File: config.mk
export PLATFORM = sky130hd
export DESIGN_NAME = access_conflict_wave_grouper_top
export DESIGN_NICKNAME = d
export VERILOG_FILES = /design/src/rtl/acwg_pkg.sv /design/src/rtl/acwg_out_queue.sv /design/src/rtl/access_conflict_wave_grouper_top.sv
export SDC_FILE = /design/constraint.sdc
export NUM_CORES = 2
export LEC_CHECK = 0
export BUFFER_PORTS_ARGS = -buffer_cell sky130_fd_sc_hd__buf_2
export CORE_ASPECT_RATIO = 0.6
export CORE_MARGIN = 4
export CORE_UTILIZATION = 50
export CTS_CLUSTER_DIAMETER = 120
export DETAILED_ROUTE_END_ITERATION = 8
export GPL_TIMING_DRIVEN = 0
export PLACE_DENSITY = 0.61
export SETUP_SLACK_MARGIN = 0.15
export SYNTH_ARGS = -nofsm -noshare
export SYNTH_HDL_FRONTEND = slang
export SYNTH_HIERARCHICAL = 1
export SYNTH_SLANG_ARGS = --single-unit
File: constraint.sdc
create_clock -name clk -period 24.8 [get_ports clk]
set_input_delay 4.96 -clock clk [delete_from_list [all_inputs] [get_ports clk]]
set_output_delay 4.96 -clock clk [all_outputs]
set_load 0.005 [all_outputs]
File: src/rtl/acwg_pkg.sv
package acwg_pkg;

	localparam int MAX_TASKS       = 64;
	localparam int COMPONENT_TYPES = 256;

	localparam int ID_W      = 8;
	localparam int WORD_W    = 64;
	localparam int BIT_W     = $clog2(WORD_W);
	localparam int ROWS      = (2 ** ID_W) / WORD_W;
	localparam int ROW_W     = ID_W - BIT_W;
	localparam int TASK_W    = 6;
	localparam int WAVE_W    = 6;
	localparam int COUNT_W   = 7;

	localparam int RES_MAX     = 3;
	localparam int RES_IDX_W   = 2;
	localparam int QUEUE_DEPTH = 4;
	localparam int QPTR_W      = $clog2(QUEUE_DEPTH);
	localparam int QCNT_W      = QPTR_W + 1;

	typedef enum logic [1:0] {
		MODE_READ,
		MODE_WRITE,
		MODE_BARRIER,
		MODE_END
	} mode_t;

	typedef enum logic {
		KIND_PLACE,
		KIND_CLOSE
	} kind_t;

	typedef struct packed {
		kind_t               kind;
		logic [TASK_W-1:0]   task_index;
		logic [WAVE_W-1:0]   wave_index;
		logic [COUNT_W-1:0]  member_count;
		logic                parallel;
		logic                rejected;
	} result_t;

	typedef struct packed {
		logic [RES_IDX_W-1:0]      count;
		result_t [RES_MAX-1:0]     res;
	} bundle_t;

	typedef struct packed {
		logic    push;
		bundle_t bundle;
	} q_push_t;

	typedef struct packed {
		logic [WORD_W-1:0] wr;
		logic [WORD_W-1:0] ww;
		logic [WORD_W-1:0] pr;
		logic [WORD_W-1:0] pw;
	} row_t;

endpackage

File: src/rtl/acwg_out_queue.sv
module acwg_out_queue import acwg_pkg::*; (
	input  logic              clk,
	input  logic              arst_n,
	input  q_push_t           push,
	output logic [QCNT_W-1:0] level,
	output logic              out_valid,
	output result_t           out_res,
	output logic              out_last,
	input  logic              out_stall
);

	bundle_t              slot_q [QUEUE_DEPTH];
	logic [QPTR_W-1:0]    wr_ptr_q;
	logic [QPTR_W-1:0]    rd_ptr_q;
	logic [QCNT_W-1:0]    cnt_q;
	logic [RES_IDX_W-1:0] sub_q;
	bundle_t              head;
	logic                 beat;
	logic                 pop;

	assign head      = slot_q[rd_ptr_q];
	assign out_valid = (cnt_q != '0);
	assign out_res   = head.res[sub_q];
	assign out_last  = (sub_q == head.count - RES_IDX_W'(1));
	assign beat      = out_valid && !out_stall;
	assign pop       = beat && out_last;
	assign level     = cnt_q;

	always_ff @(posedge clk) begin
		if (push.push) begin
			slot_q[wr_ptr_q] <= push.bundle;
		end
	end

	always_ff @(posedge clk or negedge arst_n) begin
		if (!arst_n) begin
			wr_ptr_q <= '0;
			rd_ptr_q <= '0;
			cnt_q    <= '0;
			sub_q    <= '0;
		end else begin
			if (push.push) begin
				wr_ptr_q <= wr_ptr_q + QPTR_W'(1);
			end
			if (pop) begin
				rd_ptr_q <= rd_ptr_q + QPTR_W'(1);
			end
			cnt_q <= cnt_q + QCNT_W'(push.push) - QCNT_W'(pop);
			if (beat) begin
				sub_q <= out_last ? '0 : sub_q + RES_IDX_W'(1);
			end
		end
	end

endmodule

File: src/rtl/access_conflict_wave_grouper_top.sv
// Access-conflict wave grouper.
// Tasks arrive on the item channel as runs of read and write access beats
// (mode, component_id, last_access); a barrier beat is a task with no
// accesses and an end beat closes the list. Results leave on the result
// channel, one beat per result, with last set on the final result that an
// item causes: a task placement or rejection, and wave closures.
// An item is taken at a rising edge with item_valid high and item_stall low.
// Its access sets row is read from the state memory at that edge and the
// work is done in the following cycle, where the row is written back; a
// forwarding register covers an item that follows at once on the same row.
// The first result beat is valid from the edge that ends that work cycle,
// where the bundle enters the result queue. Throughput is one item per
// cycle while each item gives at most one result and result_stall is low;
// items that give two or three results are limited by the one-beat-per-cycle
// result port, and a queue of four result bundles lets the item side run on
// while result_stall holds the output. item_stall rises when that queue
// could not take the items in flight. Reset clears every wave and pending
// flag, the counters and the queue; no memory clearing pass is needed.
module access_conflict_wave_grouper_top import acwg_pkg::*; (
	input  logic                clk,
	input  logic                arst_n,
	input  logic                item_valid,
	output logic                item_stall,
	input  logic [1:0]          mode,
	input  logic [ID_W-1:0]     component_id,
	input  logic                last_access,
	output logic                result_valid,
	input  logic                result_stall,
	output logic                kind,
	output logic [TASK_W-1:0]   task_index,
	output logic [WAVE_W-1:0]   wave_index,
	output logic [COUNT_W-1:0]  member_count,
	output logic                parallel,
	output logic                rejected,
	output logic                last
);

	row_t                 state_mem [ROWS];
	row_t                 rdata_s1;
	logic                 valid_s1;
	mode_t                mode_s1;
	logic [ID_W-1:0]      id_s1;
	logic                 last_s1;
	logic [ROW_W-1:0]     row_s1;
	logic [BIT_W-1:0]     bit_s1;

	logic                 fwd_v_q;
	logic [ROW_W-1:0]     fwd_row_q;
	row_t                 fwd_data_q;

	logic [ROWS-1:0]      wave_v_q;
	logic [ROWS-1:0]      merge_q;
	logic [ROWS-1:0]      pend_v_q;
	logic                 pconf_q;
	logic [COUNT_W-1:0]   tasks_q;
	logic [WAVE_W-1:0]    wave_q;
	logic [COUNT_W-1:0]   members_q;

	logic [ROWS-1:0]      wave_v_n;
	logic [ROWS-1:0]      merge_n;
	logic [ROWS-1:0]      pend_v_n;
	logic                 pconf_n;
	logic [COUNT_W-1:0]   tasks_n;
	logic [WAVE_W-1:0]    wave_n;
	logic [COUNT_W-1:0]   members_n;

	logic                 accept;
	logic                 fwd_hit;
	row_t                 raw;
	row_t                 eff;
	row_t                 wdata;
	logic [WORD_W-1:0]    one_hot;
	logic                 in_range;
	logic                 is_access;
	logic                 hit;
	logic                 mem_we;
	logic                 conflict;
	logic                 task_full;
	logic [RES_IDX_W-1:0] n;
	q_push_t              q_push;
	logic [QCNT_W-1:0]    q_level;
	result_t              out_res;

	function automatic result_t mk_close(logic [WAVE_W-1:0] w, logic [COUNT_W-1:0] m);
		result_t r;
		r              = '0;
		r.kind         = KIND_CLOSE;
		r.wave_index   = w;
		r.member_count = m;
		r.parallel     = (m > COUNT_W'(1));
		return r;
	endfunction

	function automatic result_t mk_place(logic [TASK_W-1:0] t, logic [WAVE_W-1:0] w);
		result_t r;
		r            = '0;
		r.kind       = KIND_PLACE;
		r.task_index = t;
		r.wave_index = w;
		return r;
	endfunction

	function automatic result_t mk_reject();
		result_t r;
		r          = '0;
		r.kind     = KIND_PLACE;
		r.rejected = 1'b1;
		return r;
	endfunction

	assign item_stall = ((q_level + QCNT_W'(valid_s1)) >= QCNT_W'(QUEUE_DEPTH));
	assign accept     = item_valid && !item_stall;
	assign row_s1     = id_s1[ID_W-1:BIT_W];
	assign bit_s1     = id_s1[BIT_W-1:0];
	assign fwd_hit    = fwd_v_q && (fwd_row_q == row_s1);

	always_ff @(posedge clk) begin
		if (accept) begin
			rdata_s1 <= state_mem[component_id[ID_W-1:BIT_W]];
		end
		if (mem_we) begin
			state_mem[row_s1] <= wdata;
		end
	end

	always_ff @(posedge clk) begin
		if (accept) begin
			mode_s1 <= mode_t'(mode);
			id_s1   <= component_id;
			last_s1 <= last_access;
		end
		fwd_row_q  <= row_s1;
		fwd_data_q <= wdata;
	end

	always_comb begin
		raw     = fwd_hit ? fwd_data_q : rdata_s1;
		one_hot = {{(WORD_W-1){1'b0}}, 1'b1} << bit_s1;
		eff.wr  = (wave_v_q[row_s1] ? raw.wr : '0) | (merge_q[row_s1] ? raw.pr : '0);
		eff.ww  = (wave_v_q[row_s1] ? raw.ww : '0) | (merge_q[row_s1] ? raw.pw : '0);
		eff.pr  = pend_v_q[row_s1] ? raw.pr : '0;
		eff.pw  = pend_v_q[row_s1] ? raw.pw : '0;
		is_access = (mode_s1 == MODE_READ) || (mode_s1 == MODE_WRITE);
		in_range  = (int'(id_s1) < COMPONENT_TYPES);
		if (mode_s1 == MODE_READ) begin
			hit = eff.ww[bit_s1];
		end else begin
			hit = eff.ww[bit_s1] | eff.wr[bit_s1];
		end
		wdata = eff;
		if (mode_s1 == MODE_READ) begin
			wdata.pr = eff.pr | one_hot;
		end else begin
			wdata.pw = eff.pw | one_hot;
		end
		mem_we = valid_s1 && is_access && in_range;
	end

	always_comb begin
		wave_v_n  = wave_v_q;
		merge_n   = merge_q;
		pend_v_n  = pend_v_q;
		pconf_n   = pconf_q;
		tasks_n   = tasks_q;
		wave_n    = wave_q;
		members_n = members_q;
		q_push    = '0;
		n         = '0;
		conflict  = pconf_q | (mem_we & hit);
		task_full = (tasks_q >= COUNT_W'(MAX_TASKS));
		if (valid_s1) begin
			case (mode_s1)
				MODE_READ, MODE_WRITE: begin
					if (mem_we) begin
						wave_v_n[row_s1] = 1'b1;
						merge_n[row_s1]  = 1'b0;
						pend_v_n[row_s1] = 1'b1;
					end
					if (!last_s1) begin
						pconf_n = conflict;
					end else begin
						pconf_n = 1'b0;
						if (task_full) begin
							q_push.bundle.res[n] = mk_reject();
							n = n + RES_IDX_W'(1);
							pend_v_n = '0;
						end else begin
							if (conflict && (members_q != '0)) begin
								q_push.bundle.res[n] = mk_close(wave_n, members_n);
								n = n + RES_IDX_W'(1);
								wave_n    = wave_n + WAVE_W'(1);
								members_n = '0;
								wave_v_n  = '0;
								merge_n   = '0;
							end
							q_push.bundle.res[n] = mk_place(tasks_q[TASK_W-1:0], wave_n);
							n = n + RES_IDX_W'(1);
							members_n = members_n + COUNT_W'(1);
							tasks_n   = tasks_q + COUNT_W'(1);
							merge_n   = merge_n | pend_v_n;
							pend_v_n  = '0;
						end
					end
				end
				MODE_BARRIER: begin
					pconf_n  = 1'b0;
					pend_v_n = '0;
					if (task_full) begin
						q_push.bundle.res[n] = mk_reject();
						n = n + RES_IDX_W'(1);
					end else begin
						if (members_q != '0) begin
							q_push.bundle.res[n] = mk_close(wave_n, members_n);
							n = n + RES_IDX_W'(1);
							wave_n = wave_n + WAVE_W'(1);
						end
						q_push.bundle.res[n] = mk_place(tasks_q[TASK_W-1:0], wave_n);
						n = n + RES_IDX_W'(1);
						tasks_n = tasks_q + COUNT_W'(1);
						q_push.bundle.res[n] = mk_close(wave_n, COUNT_W'(1));
						n = n + RES_IDX_W'(1);
						wave_n    = wave_n + WAVE_W'(1);
						members_n = '0;
						wave_v_n  = '0;
						merge_n   = '0;
					end
				end
				MODE_END: begin
					if (members_q != '0) begin
						q_push.bundle.res[n] = mk_close(wave_q, members_q);
						n = n + RES_IDX_W'(1);
					end
					pconf_n   = 1'b0;
					pend_v_n  = '0;
					wave_v_n  = '0;
					merge_n   = '0;
					tasks_n   = '0;
					wave_n    = '0;
					members_n = '0;
				end
				default: begin
					pconf_n = pconf_q;
				end
			endcase
		end
		q_push.bundle.count = n;
		q_push.push         = valid_s1 && (n != '0);
	end

	always_ff @(posedge clk or negedge arst_n) begin
		if (!arst_n) begin
			valid_s1  <= 1'b0;
			fwd_v_q   <= 1'b0;
			wave_v_q  <= '0;
			merge_q   <= '0;
			pend_v_q  <= '0;
			pconf_q   <= 1'b0;
			tasks_q   <= '0;
			wave_q    <= '0;
			members_q <= '0;
		end else begin
			valid_s1  <= accept;
			fwd_v_q   <= mem_we;
			wave_v_q  <= wave_v_n;
			merge_q   <= merge_n;
			pend_v_q  <= pend_v_n;
			pconf_q   <= pconf_n;
			tasks_q   <= tasks_n;
			wave_q    <= wave_n;
			members_q <= members_n;
		end
	end

	acwg_out_queue u_queue (
		.clk       (clk),
		.arst_n    (arst_n),
		.push      (q_push),
		.level     (q_level),
		.out_valid (result_valid),
		.out_res   (out_res),
		.out_last  (last),
		.out_stall (result_stall)
	);

	assign kind         = out_res.kind;
	assign task_index   = out_res.task_index;
	assign wave_index   = out_res.wave_index;
	assign member_count = out_res.member_count;
	assign parallel     = out_res.parallel;
	assign rejected     = out_res.rejected;

	// A row's pending half is either still pending or already merged into the wave.
	a_merge_pend_excl: assert property (@(posedge clk) disable iff (!arst_n)
		(merge_q & pend_v_q) == '0)
		else $error("row both pending and merged");

	a_tasks_bounded: assert property (@(posedge clk) disable iff (!arst_n)
		tasks_q <= COUNT_W'(MAX_TASKS))
		else $error("task count beyond limit");

	a_no_overflow: assert property (@(posedge clk) disable iff (!arst_n)
		q_push.push |-> (q_level < QCNT_W'(QUEUE_DEPTH)))
		else $error("result queue overflow");

	a_end_clears: assert property (@(posedge clk) disable iff (!arst_n)
		(valid_s1 && (mode_s1 == MODE_END)) |=>
		((tasks_q == '0) && (members_q == '0) && (wave_q == '0) && (wave_v_q == '0)))
		else $error("end of list did not clear state");

endmodule
==> flow_summary.ini <==
[floorplanning]
die_w_um = 489
rows = 105
boundaryPins = 40
dieHeight_um = 297
start_util = 0.506
dieArea_um2 = 145000
core_um2 = 137000

[place]
port-buffer-count = 39
dp_slack_ns = 16.74
hpwlAfterDp_um = 123000
place_congestion = 0.860

[critical_path]
cpMaxStageDelayCell = buf_1
critPathMostFrequentCell = clkbuf_1
cp.arrival_ns = 3.76
end_kind = output port
cp_slowest_stage_delay_ns = 0.82
path_max_fanout = 10
cp_cell_sequence = clkbuf_1 -> clkbuf_1 -> buf_1 -> mux4_2 -> mux2i_1 -> o22ai_1 -> buf_2
crit_type = flip-flop to output port
start_kind = flip-flop
worstPathRequired_ns = 19.84

[global_route]
grt_max_degree = 54
globalRouteTotalUtil = 0.254
grt_pass1_wl_um = 261000
antenna_found_initial = 5
grt_overflow = 0
first_global_vias = 35500

[outcome]
violations = capacitance limit
status = complete, but fails checks

[detailed_routing]
vias_per_cell = 6.25
routedWlPerCell_um = 31.1
wl_met3_um = 21700
wl_met1_um = 84200
drtPass1Iterations = 6
drt_iter0_drc = 4904
detail-route-antenna-nets = 0
routed_wl_um = 182000
vias = 36700
routed-wl-met2_um = 73300
maxUsedRoutingLayer = met4
drc = 0

[flow_run]
max_cap_violations = 1

[clock_tree]
hold_buffers = 0
clk_pin_slew_ns = 0.07
clk_latency_ns = 0.80
cts_tree = done
clock-root-buffer = clkbuf_16
cts.path.max_buffers = 3
cts-htree-levels = 4
cts_sinks = 1865
post_cts.resized_instances = 0
cts_setup_buffers = 0
cts_inserted_buffers = 162

[yosys]
synth_common_cells = edfxtp_1, mux4_2, o22ai_1
yosys.area.top_type = edfxtp_1
synth_seq_cells = 1865
seq_area_frac_synth = 0.766
syn_area_per_cell_um2 = 19.7
yosysMostFrequentCell = edfxtp_1
synth_top_area_frac = 0.676
synthTopCellsByArea = edfxtp_1, mux4_2, dfxtp_1
async_flop_share = 0.0236
netlist_area_um2 = 69400
synth_edf_count = 1563
syn-instance-count = 3517
synth_ff_type = edfxtp_1
synth.distinct_cells = 75
yosys_warnings = 6

[sta]
min_period_over_period = 0.352
clock_skew_ns = 0.0355
timing.fmax_ghz = 0.115
setup_viol = 0
finalWorstSetupSlack_ns = 16.08
hold_violations = 0
slew_headroom = 0.0136
rsz0062_at_grt = no
tightest_slew_ns = 1.47
period_minus_slack_ns = 8.72
finalMaxSlewViolations = 0
setup_tns_ns = 0

[pwr]
power_density_nw_per_um2 = 113
cellLeakagePower_nw = 26.8
ir_drop_mv = 0.0621

[final_layout]
area_delta_synth_final_pct = 14.2
fillers = 10100
drive_gt1_frac = 0.196
nets = 3934
fin_util = 0.577

[worst_hold_path]
worstHoldPathType = flip-flop to flip-flop
==> power breakdown <==
part | internal (W) | switching, W | leakage [nW] | total [W]
registers | 0.00412 | 0.000130 | 17.2 | 0.00425
clock network | 0.00147 | 0.00114 | 2.65 | 0.00261
logic | 0.000607 | 0.00148 | 7.00 | 0.00209
==> state kept, by name (all words and copies together), names as in the netlist, 2 cells and up <==
name,flops
mode_s1,2
fwd_row_q,2
rdata_s1,256
id_s1,8
state_mem,1024
tasks_q,7
pend_v_q,4
u_queue/level,3
fwd_data_q,256
u_queue/sub_q,2
u_queue/slot_q,272
u_queue/rd_ptr_q,2
merge_q,4
wave_v_q,4
u_queue/wr_ptr_q,2
wave_q,6
members_q,7
==> per-stage QoR <==
stage	hold WS, ns	power [W]	area [um2]	cells
floorplan	0.410	0.00552	69800	3604
global placement	0.426	0.00647	72200	5462
detailed placement	0.427	0.00635	73800	5559
CTS	0.446	0.00893	79300	5865
global route	0.474	0.00927	79300	5866
finish	0.454	0.00894	79300	5867
==> cells in the final DEF, fill, tap and decap left out, types with 59 or more instances in the layout <==
cell          n
edfxtp_1   1563
mux4_2      327
o22ai_1     305
mux2i_1     289
dfxtp_1     258
clkbuf_16   167
clkbuf_1    129
conb_1       88
nor2_1       82
nand2_1      74
buf_6        67
buf_2        59
==> cell families (layout without fill, tap and decap cells) <==
group	after synthesis	in the layout	synth area share
mux	619	619	0.148
other cells	1	90	0.0000540
flops	1865	1865	0.766
simple gates	276	276	0.0188
xor+xnor	27	27	0.00351
compound gates	461	461	0.0436
fa+ha+maj	15	15	0.00281
buf+inv	253	695	0.0167
==> layout make-up <==
cell class                      instances  area [um2]  share of cell area
Clock buffer                          238        4660              0.0587
Multi-Input combinational cell       1486       15400               0.195
Tap cell                             1819        2280              0.0287
Clock inverter                         68         795              0.0100
Sequential cell                      1865       53200               0.671
Buffer                                191         942              0.0119
Antenna cell                            2        5.00           0.0000631
Timing Repair Buffer                  136        1730              0.0218
Inverter                               62         233             0.00294
==> critical path, delay by kind of cell, from the launching register on <==
kind / cells / cell delay (ns)
compound gates: 1 / 0.13
flops: 1 / 0.32
buf+inv: 4 / 1.92
mux: 2 / 0.60
==> worst paths after layout <==
check | from | endpoint | slack, ns | depth (start not counted)
setup reg to reg | id_s1[0] | u_queue/slot_q[0][38] | 17.20 | 11
hold reg to reg | id_s1[6] | fwd_row_q[0] | 0.45 | 0
max in group asynchronous | arst_n | members_q[2] | 19.60 | 1
hold / removal | id_s1[6] | fwd_row_q[0] | 0.45 | 0
min in group asynchronous | arst_n | u_queue/sub_q[0] | 4.43 | 1
setup / recovery | u_queue/rd_ptr_q[1] | task_index[4] | 16.08 | 7
==> per-layer routing <==
| metal | up-vias | global-route usage |
|---|---|---|
| li1 | 15100 | - |
| met1 | 19300 | 0.413 |
| met2 | 1976 | 0.333 |
| met3 | 225 | 0.0790 |
| met4 | 0 | 0.0543 |
| met5 | - | 0 |
No activity file was read; power rests on OpenSTA's default activity.
